--- config.mk ---
export PLATFORM = sky130hd
export DESIGN_NAME = audio_voice_steal_allocator_top
export DESIGN_NICKNAME = d
export VERILOG_FILES = /design/src/sv/avsa_pkg.sv /design/src/sv/audio_voice_steal_allocator_top.sv /design/src/sv/avsa_voice_ram.sv /design/src/sv/avsa_scan.sv
export VERILOG_INCLUDE_DIRS = /design/src /design/src/sv
export SDC_FILE = /design/constraint.sdc
export NUM_CORES = 2
export LEC_CHECK = 0
export BUFFER_PORTS_ARGS = -buffer_cell sky130_fd_sc_hd__buf_2
export CAP_MARGIN = 0
export CELL_PAD_IN_SITES_DETAIL_PLACEMENT = 0
export CELL_PAD_IN_SITES_GLOBAL_PLACEMENT = 1
export CORE_UTILIZATION = 35
export CTS_CLUSTER_SIZE = 40
export DETAILED_ROUTE_END_ITERATION = 12
export PLACE_DENSITY = 0.65
export SLEW_MARGIN = 20
export SYNTH_ARGS = -nofsm -noshare
export SYNTH_HDL_FRONTEND = slang
export SYNTH_SLANG_ARGS = --single-unit
--- constraint.sdc ---
create_clock -name clk -period 5.8 [get_ports clk]
set_input_delay 0.58 -clock clk [delete_from_list [all_inputs] [get_ports clk]]
set_output_delay 0.58 -clock clk [all_outputs]
set_load 0.01 [all_outputs]
--- src/sv/assert_macros.svh ---
// Assertion macros shared by the voice allocator RTL.
// Expects clk and rst_n in scope at the point of use.
`ifndef ASSERT_MACROS_SVH
`define ASSERT_MACROS_SVH

// same-cycle implication
`define AVSA_ASSERT_IMPLIES(label, ante, cons, msg) \
  label: assert property (@(posedge clk) disable iff (!rst_n) (ante) |-> (cons)) \
    else $error(msg);

// next-cycle implication
`define AVSA_ASSERT_NEXT(label, ante, cons, msg) \
  label: assert property (@(posedge clk) disable iff (!rst_n) (ante) |=> (cons)) \
    else $error(msg);

`endif

--- src/sv/avsa_pkg.sv ---
// Package for the voice-stealing allocator: sizes, codes and payload types.
// No dependencies.
`default_nettype none

package avsa_pkg;

  localparam int NUM_VOICES = 32;
  localparam int VIDX_W     = (NUM_VOICES > 1) ? $clog2(NUM_VOICES) : 1;
  localparam int CNT_W      = $clog2(NUM_VOICES + 1);

  localparam int ACT_W   = 6;
  localparam int CMP_W   = ACT_W + 1;
  localparam int ENT_W   = 10;
  localparam int SLOT_W  = 3;
  localparam int TIME_W  = 32;
  localparam int LEN_W   = 24;
  localparam int VOICE_W = 5;

  localparam int PADDR_W = 3;
  localparam int DATA_W  = 32;

  localparam logic [TIME_W-1:0] LIFE_START = 32'h7fff_ffff;
  localparam logic [ACT_W-1:0]  ACTIVE_RST = 6'd32;
  localparam logic [ENT_W-1:0]  PLAYER_RST = 10'd1;

  typedef enum logic {
    REG_ACTIVE = 1'b0,
    REG_PLAYER = 1'b1
  } reg_idx_t;

  typedef enum logic {
    KIND_PICK  = 1'b0,
    KIND_CLEAR = 1'b1
  } kind_t;

  typedef struct packed {
    kind_t               kind;
    logic [ENT_W-1:0]    entity;
    logic [SLOT_W-1:0]   sub_channel;
    logic [TIME_W-1:0]   now;
    logic [LEN_W-1:0]    sound_length;
  } in_req_t;

  typedef struct packed {
    logic                granted;
    logic [VOICE_W-1:0]  voice;
    logic                same_source;
  } out_res_t;

  typedef struct packed {
    logic [ENT_W-1:0]    owner;
    logic [SLOT_W-1:0]   slot;
    logic [TIME_W-1:0]   end_time;
    logic                busy;
  } voice_ent_t;

  typedef struct packed {
    logic                init;
    logic                en;
    logic [VIDX_W-1:0]   idx;
  } scan_ctl_t;

  typedef struct packed {
    logic                hit;
    logic                found;
    logic                same_source;
    logic [VIDX_W-1:0]   pick;
  } scan_stat_t;

endpackage

`default_nettype wire

--- src/sv/audio_voice_steal_allocator_top.sv ---
// Voice-stealing allocator top: request sequencer, config registers,
// voice table and compare unit. Uses avsa_pkg, avsa_voice_ram, avsa_scan.
//
// Usage:
//   A request is taken when start is high and busy is low. kind selects a
//   pick (choose and rewrite a voice) or a clear of the whole voice table.
//   Each request gives exactly one result on out_res, shown for one cycle
//   with out_valid high; the receiver cannot stall it.
//   A pick reads one voice per cycle from the voice table through the
//   single compare unit, over N = min(active_voices, NUM_VOICES) voices
//   (fewer when a same-source voice ends the scan early), then writes the
//   chosen voice and shows the result; busy is high meanwhile.
//   An active count of zero skips the scan. A clear empties the whole
//   voice table at once. A new request may be taken in the cycle in
//   which the previous result is shown.
//   Config registers sit on the APB-style port: active_voices at 0x0,
//   player_entity at 0x4; pready is always high. Write them only while
//   busy is low and no result is pending.
//   Reset empties the voice table, sets active_voices to 32 and
//   player_entity to 1, and leaves the block idle.
`default_nettype none
`include "assert_macros.svh"

module audio_voice_steal_allocator_top (
  input  wire                               clk,
  input  wire                               rst_n,
  input  wire                               start,
  output logic                              busy,
  input  avsa_pkg::in_req_t                 in_req,
  output logic                              out_valid,
  output avsa_pkg::out_res_t                out_res,
  input  wire                               psel,
  input  wire                               penable,
  input  wire                               pwrite,
  input  wire  [avsa_pkg::PADDR_W-1:0]      paddr,
  input  wire  [avsa_pkg::DATA_W-1:0]       pwdata,
  output logic [avsa_pkg::DATA_W-1:0]       prdata,
  output logic                              pready
);

  typedef enum logic [3:0] {
    S_IDLE  = 4'b0001,
    S_SCAN  = 4'b0010,
    S_WRITE = 4'b0100,
    S_CLEAR = 4'b1000
  } state_t;

  state_t                          state_r, state_nxt;
  avsa_pkg::in_req_t               req_r, req_nxt;
  logic [avsa_pkg::CNT_W-1:0]      idx_r, idx_nxt;
  logic                            chk_vld_r;
  logic [avsa_pkg::VIDX_W-1:0]     chk_idx_r;
  logic [avsa_pkg::ACT_W-1:0]      active_r;
  logic [avsa_pkg::ENT_W-1:0]      player_r;
  logic                            out_valid_r, out_valid_nxt;
  avsa_pkg::out_res_t              out_res_r, out_res_nxt;

  logic                            accept;
  logic                            issue;
  logic                            clear_all;
  logic                            wr_en;
  logic                            scan_init;
  logic                            cfg_wr;
  logic [avsa_pkg::CNT_W-1:0]      count_w;
  avsa_pkg::reg_idx_t              reg_idx;
  avsa_pkg::voice_ent_t            rd_data;
  avsa_pkg::voice_ent_t            wr_data;
  avsa_pkg::scan_ctl_t             scan_ctl;
  avsa_pkg::scan_stat_t            scan_stat;

  // config port
  assign pready  = 1'b1;
  assign cfg_wr  = psel && penable && pwrite && pready;
  assign reg_idx = avsa_pkg::reg_idx_t'(paddr[2]);

  always_ff @(posedge clk) begin
    if (!rst_n) begin
      active_r <= avsa_pkg::ACTIVE_RST;
      player_r <= avsa_pkg::PLAYER_RST;
    end else if (cfg_wr) begin
      case (reg_idx)
        avsa_pkg::REG_ACTIVE: active_r <= pwdata[avsa_pkg::ACT_W-1:0];
        avsa_pkg::REG_PLAYER: player_r <= pwdata[avsa_pkg::ENT_W-1:0];
        default: ;
      endcase
    end
  end

  always_comb begin
    case (reg_idx)
      avsa_pkg::REG_ACTIVE: prdata = avsa_pkg::DATA_W'(active_r);
      avsa_pkg::REG_PLAYER: prdata = avsa_pkg::DATA_W'(player_r);
      default:              prdata = '0;
    endcase
  end

  // scanned voice count, clamped to the table size
  always_comb begin
    if (avsa_pkg::CMP_W'(active_r) > avsa_pkg::CMP_W'(avsa_pkg::NUM_VOICES)) begin
      count_w = avsa_pkg::CNT_W'(avsa_pkg::NUM_VOICES);
    end else begin
      count_w = avsa_pkg::CNT_W'(active_r);
    end
  end

  assign busy   = (state_r != S_IDLE);
  assign accept = start && !busy;
  assign issue  = (state_r == S_SCAN) && (idx_r != count_w);

  always_comb begin
    state_nxt     = state_r;
    req_nxt       = req_r;
    idx_nxt       = idx_r;
    out_valid_nxt = 1'b0;
    out_res_nxt   = out_res_r;
    clear_all     = 1'b0;
    wr_en         = 1'b0;
    scan_init     = 1'b0;
    case (state_r)
      S_IDLE: begin
        if (accept) begin
          req_nxt   = in_req;
          idx_nxt   = '0;
          scan_init = 1'b1;
          if (in_req.kind == avsa_pkg::KIND_CLEAR) begin
            state_nxt = S_CLEAR;
          end else if (count_w == '0) begin
            state_nxt = S_WRITE;
          end else begin
            state_nxt = S_SCAN;
          end
        end
      end
      S_SCAN: begin
        if (issue) begin
          idx_nxt = idx_r + avsa_pkg::CNT_W'(1);
        end
        if (scan_stat.hit || !issue) begin
          state_nxt = S_WRITE;
        end
      end
      S_WRITE: begin
        wr_en                   = scan_stat.found;
        out_valid_nxt           = 1'b1;
        out_res_nxt.granted     = scan_stat.found;
        out_res_nxt.voice       = scan_stat.found ?
                                  avsa_pkg::VOICE_W'(scan_stat.pick) : '0;
        out_res_nxt.same_source = scan_stat.same_source;
        state_nxt               = S_IDLE;
      end
      S_CLEAR: begin
        clear_all     = 1'b1;
        out_valid_nxt = 1'b1;
        out_res_nxt   = '0;
        state_nxt     = S_IDLE;
      end
      default: begin
        state_nxt = S_IDLE;
      end
    endcase
  end

  always_ff @(posedge clk) begin
    if (!rst_n) begin
      state_r     <= S_IDLE;
      idx_r       <= '0;
      chk_vld_r   <= 1'b0;
      out_valid_r <= 1'b0;
    end else begin
      state_r     <= state_nxt;
      idx_r       <= idx_nxt;
      chk_vld_r   <= issue;
      out_valid_r <= out_valid_nxt;
    end
  end

  always_ff @(posedge clk) begin
    req_r     <= req_nxt;
    out_res_r <= out_res_nxt;
    chk_idx_r <= idx_r[avsa_pkg::VIDX_W-1:0];
  end

  assign wr_data.owner    = req_r.entity;
  assign wr_data.slot     = req_r.sub_channel;
  assign wr_data.end_time = req_r.now + avsa_pkg::TIME_W'(req_r.sound_length);
  assign wr_data.busy     = 1'b1;

  avsa_voice_ram u_ram (
    .clk       (clk),
    .rst_n     (rst_n),
    .clear_all (clear_all),
    .rd_en     (issue),
    .rd_addr   (idx_r[avsa_pkg::VIDX_W-1:0]),
    .rd_data   (rd_data),
    .wr_en     (wr_en),
    .wr_addr   (scan_stat.pick),
    .wr_data   (wr_data)
  );

  assign scan_ctl.init = scan_init;
  assign scan_ctl.en   = (state_r == S_SCAN) && chk_vld_r;
  assign scan_ctl.idx  = chk_idx_r;

  avsa_scan u_scan (
    .clk    (clk),
    .rst_n  (rst_n),
    .ctl    (scan_ctl),
    .req    (req_r),
    .player (player_r),
    .ent    (rd_data),
    .stat   (scan_stat)
  );

  assign out_valid = out_valid_r;
  assign out_res   = out_res_r;

  `AVSA_ASSERT_IMPLIES(a_out_after_end, out_valid_r, ($past(state_r) == S_WRITE) || ($past(state_r) == S_CLEAR), "result strobe without a finishing state")
  `AVSA_ASSERT_NEXT(a_hit_ends_scan, (state_r == S_SCAN) && scan_stat.hit, (state_r == S_WRITE) && scan_stat.same_source, "same source hit did not end the scan")
  `AVSA_ASSERT_IMPLIES(a_scan_bound, state_r == S_SCAN, idx_r <= count_w, "scan index past the active count")

endmodule

`default_nettype wire

--- src/sv/avsa_voice_ram.sv ---
// Voice table: one-write, one-read memory with registered read data and
// per-entry valid bits (invalid entries read as zero). Uses avsa_pkg.
`default_nettype none

module avsa_voice_ram (
  input  wire                             clk,
  input  wire                             rst_n,
  input  wire                             clear_all,
  input  wire                             rd_en,
  input  wire  [avsa_pkg::VIDX_W-1:0]     rd_addr,
  output avsa_pkg::voice_ent_t            rd_data,
  input  wire                             wr_en,
  input  wire  [avsa_pkg::VIDX_W-1:0]     wr_addr,
  input  avsa_pkg::voice_ent_t            wr_data
);

  avsa_pkg::voice_ent_t                  mem [avsa_pkg::NUM_VOICES];
  logic [avsa_pkg::NUM_VOICES-1:0]       vld_r;
  avsa_pkg::voice_ent_t                  rdq_r;
  logic                                  rdv_r;

  always_ff @(posedge clk) begin
    if (!rst_n) begin
      vld_r <= '0;
      rdv_r <= 1'b0;
    end else begin
      if (clear_all) begin
        vld_r <= '0;
      end else if (wr_en) begin
        vld_r[wr_addr] <= 1'b1;
      end
      if (rd_en) begin
        rdv_r <= vld_r[rd_addr];
      end
    end
  end

  always_ff @(posedge clk) begin
    if (wr_en) begin
      mem[wr_addr] <= wr_data;
    end
    if (rd_en) begin
      rdq_r <= mem[rd_addr];
    end
  end

  assign rd_data = rdv_r ? rdq_r : '0;

endmodule

`default_nettype wire

--- src/sv/avsa_scan.sv ---
// Shared compare unit: one voice per enabled cycle, same-source match,
// player protection and signed remaining-time minimum. Uses avsa_pkg.
`default_nettype none
`include "assert_macros.svh"

module avsa_scan (
  input  wire                             clk,
  input  wire                             rst_n,
  input  avsa_pkg::scan_ctl_t             ctl,
  input  avsa_pkg::in_req_t               req,
  input  wire  [avsa_pkg::ENT_W-1:0]      player,
  input  avsa_pkg::voice_ent_t            ent,
  output avsa_pkg::scan_stat_t            stat
);

  logic [avsa_pkg::TIME_W-1:0]  best_r;
  logic [avsa_pkg::VIDX_W-1:0]  pick_r;
  logic                         found_r;
  logic                         same_r;

  logic                         same_hit;
  logic                         protect;
  logic [avsa_pkg::TIME_W-1:0]  rem;
  logic                         better;

  assign same_hit = (req.sub_channel != '0) && (ent.owner == req.entity) &&
                    (ent.slot == req.sub_channel);
  assign protect  = (ent.owner == player) && (req.entity != player) && ent.busy;
  assign rem      = ent.end_time - req.now;
  assign better   = $signed(rem) < $signed(best_r);

  always_ff @(posedge clk) begin
    if (!rst_n) begin
      found_r <= 1'b0;
      same_r  <= 1'b0;
    end else if (ctl.init) begin
      found_r <= 1'b0;
      same_r  <= 1'b0;
    end else if (ctl.en) begin
      if (same_hit) begin
        found_r <= 1'b1;
        same_r  <= 1'b1;
      end else if (!protect && better) begin
        found_r <= 1'b1;
      end
    end
  end

  always_ff @(posedge clk) begin
    if (ctl.init) begin
      best_r <= avsa_pkg::LIFE_START;
      pick_r <= '0;
    end else if (ctl.en) begin
      if (same_hit) begin
        pick_r <= ctl.idx;
      end else if (!protect && better) begin
        best_r <= rem;
        pick_r <= ctl.idx;
      end
    end
  end

  assign stat.hit         = ctl.en && same_hit;
  assign stat.found       = found_r;
  assign stat.same_source = same_r;
  assign stat.pick        = pick_r;

  `AVSA_ASSERT_IMPLIES(a_same_has_found, same_r, found_r, "same source without a pick")

endmodule

`default_nettype wire

# --- Word level (Yosys, flattened, before mapping) ---
# Memories as Yosys holds them, arrays and structs flattened. A register that Yosys moved wholly into a read port is not among the register bits.
# Cells that the tools add are included.
word_totals:
  ram_bits: 1440
  in_bits: 111
  ff_bits: 182
  n_memories: 1
  output_inout_bits: 42
memory_table:
  columns: ["name", "depth", "word_bits", "rd", "rd_ports_with_merged_regs", "wr", "line", "rtl"]
  rows:
  - ["u_ram.mem", 32, 45, 1, 1, 1, "avsa_voice_ram.sv:17", "avsa_pkg::voice_ent_t mem [avsa_pkg::NUM_VOICES];"]
op_classes:
  n_reduce_logical: 32
  order_cmp: 5
  add_sub_neg: 3
  n_eq_ne: 13
  n_bitwise: 4
  n_mux: 28
ops:
  columns: ["op", "n"]
  rows:
  - ["$pmux W32 S2", 1]
  - ["$mux W46", 1]
  - ["$add A32 B24 Y32", 1]
  - ["$lt A32 B32 Y1", 1]
  - ["$or A32 B32 Y32", 1]
  - ["$sub A32 B32 Y32", 1]
  - ["$eq A10 B10 Y1", 2]
  - ["$mux W6", 3]
  - ["$mux W5", 3]
  - ["$pmux W7 S2", 1]
  - ["$logic_and A1 B1 Y1", 12]
  - ["$lt A5 B6 Y1 const B", 2]
  - ["$mux W4", 3]
  - ["$pmux W6 S2", 1]
  - ["$reduce_and A2 Y1", 6]
  - ["$mux W1", 11]
  - ["$ne A10 B10 Y1", 1]
  - ["$pmux W4 S2", 1]
  - ["$add A6 B1 Y6 const B", 1]
  - ["$gt A6 B6 Y1 const B", 1]
  - ["$logic_not A6 Y1", 1]
  - ["$ne A6 B6 Y1", 1]
  - ["$reduce_and A3 Y1", 2]
  - ["$reduce_bool A2 Y1", 3]
  - ["other kinds (17)", 24]

# --- Depth between registers and ports, before layout ---
logic_depth:
  word_depth: 8
  mapped_depth: 26

# --- Cells and area by module ---
# A second synthesis with hierarchy kept.
hier_totals:
  hier_cells: 3417
  hier_area_um2: 68822.3
modules_own_cells:
  columns: ["mod", "seq_area_each_um2", "area_per_inst_um2", "cells_per_inst", "instances"]
  rows:
  - ["avsa_voice_ram", 46244.4, 58820.2, 2344, 1]
  - ["audio_voice_steal_allocator_top", 2972.9, 5539.1, 494, 1]
  - ["avsa_scan", 780.7, 4463.0, 579, 1]

# --- Worst setup path before layout ---
# No wires, ideal clock.
synth_path:
  path_type: "reg-to-reg"
  startpoint: "register u_ram.rdv_r"
  endpoint: "register u_scan.best_r[29] in the netlist's numbering"
  path_buffers: 5
  arrival_ns: 4.635
  path_stages_with_launch: 26
  setup_slack_ns: 1.037
  cell_sequence: "dfxtp_1 -> buf_6 -> clkbuf_1 -> clkbuf_1 -> nand2_1 -> ha_1 -> fa_1 -> nor2b_1 -> o31ai_1 -> a211oi_1 -> and2_1 -> o211ai_1 -> a21oi_1 -> nor3_1 -> xnor2_1 -> ha_1 -> o21a_1 -> o21a_1 -> o21ai_0 -> nand3b_1 -> o31ai_1 -> and3_1 -> buf_6 -> buf_6 -> nor2_1 -> a211o_1"
synth_between:
  word_cells_on_any_way: 14
  classes_between: "1 x add/sub; 1 x order compare; 3 x eq/ne; 1 x mux; 1 x bitwise; 7 x reduce/logical"
synth_lines:
  columns: ["element", "line", "rtl"]
  rows:
  - ["start: declaration", "avsa_voice_ram.sv:20", "logic rdv_r;"]
  - ["start signal: assignment", "avsa_voice_ram.sv:33", "rdv_r <= vld_r[rd_addr];"]
  - ["$mux W46", "avsa_voice_ram.sv:47", "assign rd_data = rdv_r ? rdq_r : '0;"]
  - ["$sub A32 B32 Y32", "avsa_scan.sv:29", "assign rem = ent.end_time - req.now;"]
  - ["via u_scan.rem, one bit", "avsa_scan.sv:23", "logic [avsa_pkg::TIME_W-1:0] rem;"]
  - ["$lt A32 B32 Y1", "avsa_scan.sv:30", "assign better = $signed(rem) < $signed(best_r);"]
  - ["$logic_and A1 B1 Y1", "avsa_scan.sv:56", "end else if (!protect && better) begin"]
  - ["$reduce_and A3 Y1 (no line)", null, null]
  - ["end signal: assignment", "avsa_scan.sv:51", "best_r <= avsa_pkg::LIFE_START;"]
  - ["end signal: assignment", "avsa_scan.sv:57", "best_r <= rem;"]
  - ["end: declaration", "avsa_scan.sv:16", "logic [avsa_pkg::TIME_W-1:0] best_r;"]
# The timed path passes the listed nets, and every way through them passes these cells.
# A chain may end at the register's enable or synchronous reset.

# --- Final worst setup path ---
layout_path:
  startpoint: "register u_ram.rdv_r"
  endpoint: "register u_scan.best_r[0] in the netlist's numbering"
# The elaborated chain is that of the path after synthesis.

==> results.txt <==
- After Yosys synthesis, full adders, half adders and majority gates account for 1.70% of the synthesized area.
* Number of buffers inserted during clock tree synthesis: around 160
- In the routed design, unresolved DRC markers number 0.
- Antenna violations before repair: 5
- CTS tree: done
* Via/cell ratio: roughly 5.3
* Register area: 0.0490 mm^2
* Worst setup path start: u_ram.rdv_r$_SDFFE_PN0P_
* Number of filler cells placed in the layout: 16,300
- PD cells: 334 mW/mm^2
- Summed over all cells, the static leakage comes to around 25 nW.
- Counting flops with a built-in enable in the synthesized netlist gives 1,561.
- Top cells by area, synth: sky130_fd_sc_hd__edfxtp_1 70%, sky130_fd_sc_hd__mux4_2 16%, sky130_fd_sc_hd__dfxtp_1 3.2%, sky130_fd_sc_hd__ha_1 1.6%, sky130_fd_sc_hd__mux2_2 0.88%
* Skew-Pair Late Insertion Delay: about 0.8 ns
* Synth warnings: 0
- The detail route stage leaves a number of antenna-violating nets equal to 0.
- The die is 438 um wide.
* Placer congestion estimate: about 0.8
- In the final layout, the multi-input gates occupy ~0.017 mm^2.
- Post-Syn Area: 0.0666 mm^2
- Yosys mapped the design onto 64 distinct sky130hd cell types.
- Main flop type after synthesis: sky130_fd_sc_hd__edfxtp_1
- Across the run, the number of max-cap violations was 0.
- Dpl hpwl: 94.2 mm
* Fraction of registers with async set or reset after synthesis: 0%
- Entering global routing, the biggest net connects between 90 and 100 pins.
* Startpoint of the worst-slack reg-to-reg timing path: u_ram.rdv_r$_SDFFE_PN0P_
* Most used standard cells in the synthesized netlist: 1,561 x sky130_fd_sc_hd__edfxtp_1, 460 x sky130_fd_sc_hd__mux4_2, 105 x sky130_fd_sc_hd__dfxtp_1, 105 x sky130_fd_sc_hd__nor2_1, 100 x sky130_fd_sc_hd__clkbuf_1
- Synthesized area per cell: slightly above 20 um^2
* Critical Path Sink Type: register
* VDD IR max: approximately 0.00029 V
* Endpoint of the worst register-to-register path: u_scan.best_r[0]$_SDFFE_PP1P_
- Summing all placed instances gives a cell area of just over 0.07 mm^2.
- After synthesis, the largest family of logic cells by area is multiplexers.
- Detailed Routing Iterations Pass 1: 5
- The number of global-route vias before repair came to 33,200.
- Rel. slew slack: about a fifth
* Multiplexer fraction of the synthesized cell area: 16.6%
- Flop and latch count out of synthesis: between 1,500 and 2,000
- Layout overhead on the synthesized area: 16.4%
- Counting I/O delays and the setup requirement, the final critical path takes 5.53 ns.
- First DRT Iteration DRCs: roughly 3,400
- Die height: 438 um
- Synthesized-area fraction occupied by xor and xnor cells: under 10%
- Setup Crit Path Kind: reg -> reg
- Final hold violations: 0
- After the last flow step, the layout net total stands at 3,764.
* Count of clock tree sinks: around 1,700
- Port buffering added 105 buffers.
- Ratio of cells with drive above 1 in the final layout: 28.3%
- The total area inside the core boundary comes to 0.188 mm^2.
- The worst path uses 95.4% of the clock period.
- Global-route wire length before repair: 242 mm
* Routed wire per std cell: 27.5 um
* Clock-pin slew of the registers on the worst-case setup and hold paths: 0.06 ns
- CTS Root Cell: sky130_fd_sc_hd__clkbuf_16
- Final worst hold slack: 0.0613 ns
- The final layout contains routed wiring with a total length of 170 mm.
- The floorplan step defined a die boundary enclosing 0.192 mm^2.
* Share of the yosys chip area belonging to registers: between 70% and 80%
- HP Class: in -> reg
- Post-Syn Instances: 3,250
* Count leader, synth: sky130_fd_sc_hd__edfxtp_1
- The number of pins with negative max-slew slack in the final report came to 0.
- Final setup violation count: 0
- The longest clock path from root to sink contains 3 buffers.
- In this run the biggest area consumer among cell types represents 70.4% of the synthesized area.
- Final setup skew: around 0.021 ns
- The synthesized design spends more area on one cell type than any other, namely sky130_fd_sc_hd__edfxtp_1.
- The floorplan has 159 rows.
- Critical path data arrival time: 6.16 ns
- For this run, the total global-route usage over all layers was measured as 17.7%.
- Required @ worst endpoint: 6.42 ns
* Top-Level Pins: ~150
- The flow ran to the end, and the final reports show no timing, DRC or antenna violations.
* Total gr overflow: 0
* Worst Max-Slew Pin Slew: between 1 and 1.5 ns
- Via count: 32,900
- Of all nets on the critical path, the largest fanout is 15.
* Startpoint type of the worst setup path: register
- The worst register-to-register path has a depth of 24.
- Post-route design area: a little under 0.08 mm^2
- Flop-to-flop setup slack: 0.27 ns
- Simple-Gate Fraction of Synth Area: 2.57%
- Capture point of the worst path: u_scan.best_r[0]$_SDFFE_PP1P_
- Summing the areas of all compound-gate instances in the mapped netlist gives 2.69% of the synthesized area.
- Static timing analysis puts the maximum clock frequency at 181 MHz.
- In this run the number of H-tree levels came out at 4.
* Starting density of the core: between 30% and 40%
## worst min-delay path by stage
stage / slack (ns) / end / from / cells past startpoint
global route: 0.0005 / req_r[34]$_DFFE_PP_ / in_req[34] / 1
finish: 0.06 / req_r[34]$_DFFE_PP_ / in_req[34] / 1
floorplan: 0.33 / chk_idx_r[2]$_DFF_P_ / idx_r[2]$_SDFFE_PN0P_ / 0
detailed placement: 0.45 / u_ram.vld_r[11]$_SDFFE_PP0P_ / u_ram.vld_r[11]$_SDFFE_PP0P_ / 1
CTS: 0.00002 / state_r[3]$_SDFFE_PN0P_ / in_req[69] / 2
global placement: 0.44 / u_ram.vld_r[23]$_SDFFE_PP0P_ / u_ram.vld_r[23]$_SDFFE_PP0P_ / 1
## power breakdown
part           switching (mW)  internal [mW]
logic                    1.14          0.497
clock network            4.49           5.85
registers              0.0882           13.8
total                    5.72           20.2
## metal layers
metal	vias to the layer above	share of wire (%)	global-route usage [%]
met5	-	0	0
met2	1077	50	29.2
met1	17700	41	23.7
met4	0	2.7	5.17
li1	13900	-	-
met3	203	6.4	3.40
## layout by cell type, fill, tap and decap left out, types with 33 or more instances in the layout
cell type	n
sky130_fd_sc_hd__a21oi_1	66
sky130_fd_sc_hd__and2_1	43
sky130_fd_sc_hd__buf_2	105
sky130_fd_sc_hd__buf_4	77
sky130_fd_sc_hd__clkbuf_16	168
sky130_fd_sc_hd__dfxtp_1	99
sky130_fd_sc_hd__dlygate4sd3_1	72
sky130_fd_sc_hd__edfxtp_1	1561
sky130_fd_sc_hd__ha_1	87
sky130_fd_sc_hd__inv_1	92
sky130_fd_sc_hd__mux2_2	52
sky130_fd_sc_hd__mux4_2	460
sky130_fd_sc_hd__nand2_1	90
sky130_fd_sc_hd__nor2_1	72
sky130_fd_sc_hd__nor2_4	33
sky130_fd_sc_hd__o21a_1	42
sky130_fd_sc_hd__o21ai_0	36
sky130_fd_sc_hd__xnor2_1	44
## kinds of logic (layout without fill, tap and decap cells)
kind of cell | after synthesis | after routing
multiplexers | 525 | 525
adder cells (fa/ha/maj) | 89 | 89
flip-flops | 1666 | 1666
XOR/XNOR | 89 | 89
AND/OR/NAND/NOR | 351 | 351
AO/OA/AOI/OAI | 270 | 270
buffers and inverters | 258 | 680
other | 2 | 24
## critical path: stages, from the launching register on
cell	delay (ns)
sky130_fd_sc_hd__dfxtp_4	0.49
sky130_fd_sc_hd__nand2_1	0.09
sky130_fd_sc_hd__ha_1	0.22
sky130_fd_sc_hd__fa_1	0.44
sky130_fd_sc_hd__nor2b_1	0.17
sky130_fd_sc_hd__o31ai_1	0.08
sky130_fd_sc_hd__buf_4	0.16
sky130_fd_sc_hd__a211oi_4	0.38
sky130_fd_sc_hd__and2_1	0.30
sky130_fd_sc_hd__o211ai_1	0.15
sky130_fd_sc_hd__a21oi_1	0.25
sky130_fd_sc_hd__nor3_1	0.10
sky130_fd_sc_hd__xnor2_1	0.26
sky130_fd_sc_hd__ha_1	0.30
sky130_fd_sc_hd__o21a_1	0.19
sky130_fd_sc_hd__o21a_1	0.15
sky130_fd_sc_hd__o21ai_0	0.24
sky130_fd_sc_hd__nand3b_1	0.16
sky130_fd_sc_hd__o31ai_2	0.28
sky130_fd_sc_hd__buf_12	0.19
sky130_fd_sc_hd__and3_2	0.23
sky130_fd_sc_hd__buf_4	0.23
sky130_fd_sc_hd__inv_1	0.09
sky130_fd_sc_hd__nand2_1	0.08
sky130_fd_sc_hd__o211ai_1	0.09
## final cells by class
cell class                 instances  area share [%]
sequential                      1666            63.3
multi-input combinational       1347            22.2
clock buffer                     204            5.66
tap                             2495            4.03
timing repair buffer             293            3.34
clock inverter                    90            1.01
inverter                          93           0.454
antenna                            1         0.00323
## sequential cells by signal, indices dropped and copies added, names as in the netlist, 6 cells and up
signal / cells
u_ram.mem: 1440
req_r: 69
u_ram.rdq_r: 45
u_ram.vld_r: 32
u_scan.best_r: 32
player_r: 10
out_res: 7
active_r: 6
idx_r: 6
## timing repair
action | 4_1_cts | 5_1_grt
endpoints found under the setup margin | 38 | 32
buffers inserted | 0 | 2
endpoints found under the hold margin | 75 | 0
resized for setup | 3 | 1
hold buffers | 72 | 0
pin swaps | 0 | 1
## metrics by stage
stage | setup WS [ns] | std cells | util, % | setup TNS (ns) | total power [mW]
3_5_place_dp | -0.424 | 5811 | 37.9 | -12.48 | 15.7
2_1_floorplan | 1.04 | 3271 | - | 0 | 15.1
5_1_grt | -0.0173 | 6189 | 41.1 | -0.0327 | 26.7
6_report | 0.266 | 6189 | 41.1 | 0 | 25.9
3_3_place_gp | -0.403 | 5804 | 37.7 | -12.01 | 15.7
4_1_cts | 0.0918 | 6177 | 41.0 | 0 | 26.1
No activity file was read; power rests on OpenSTA's default activity.
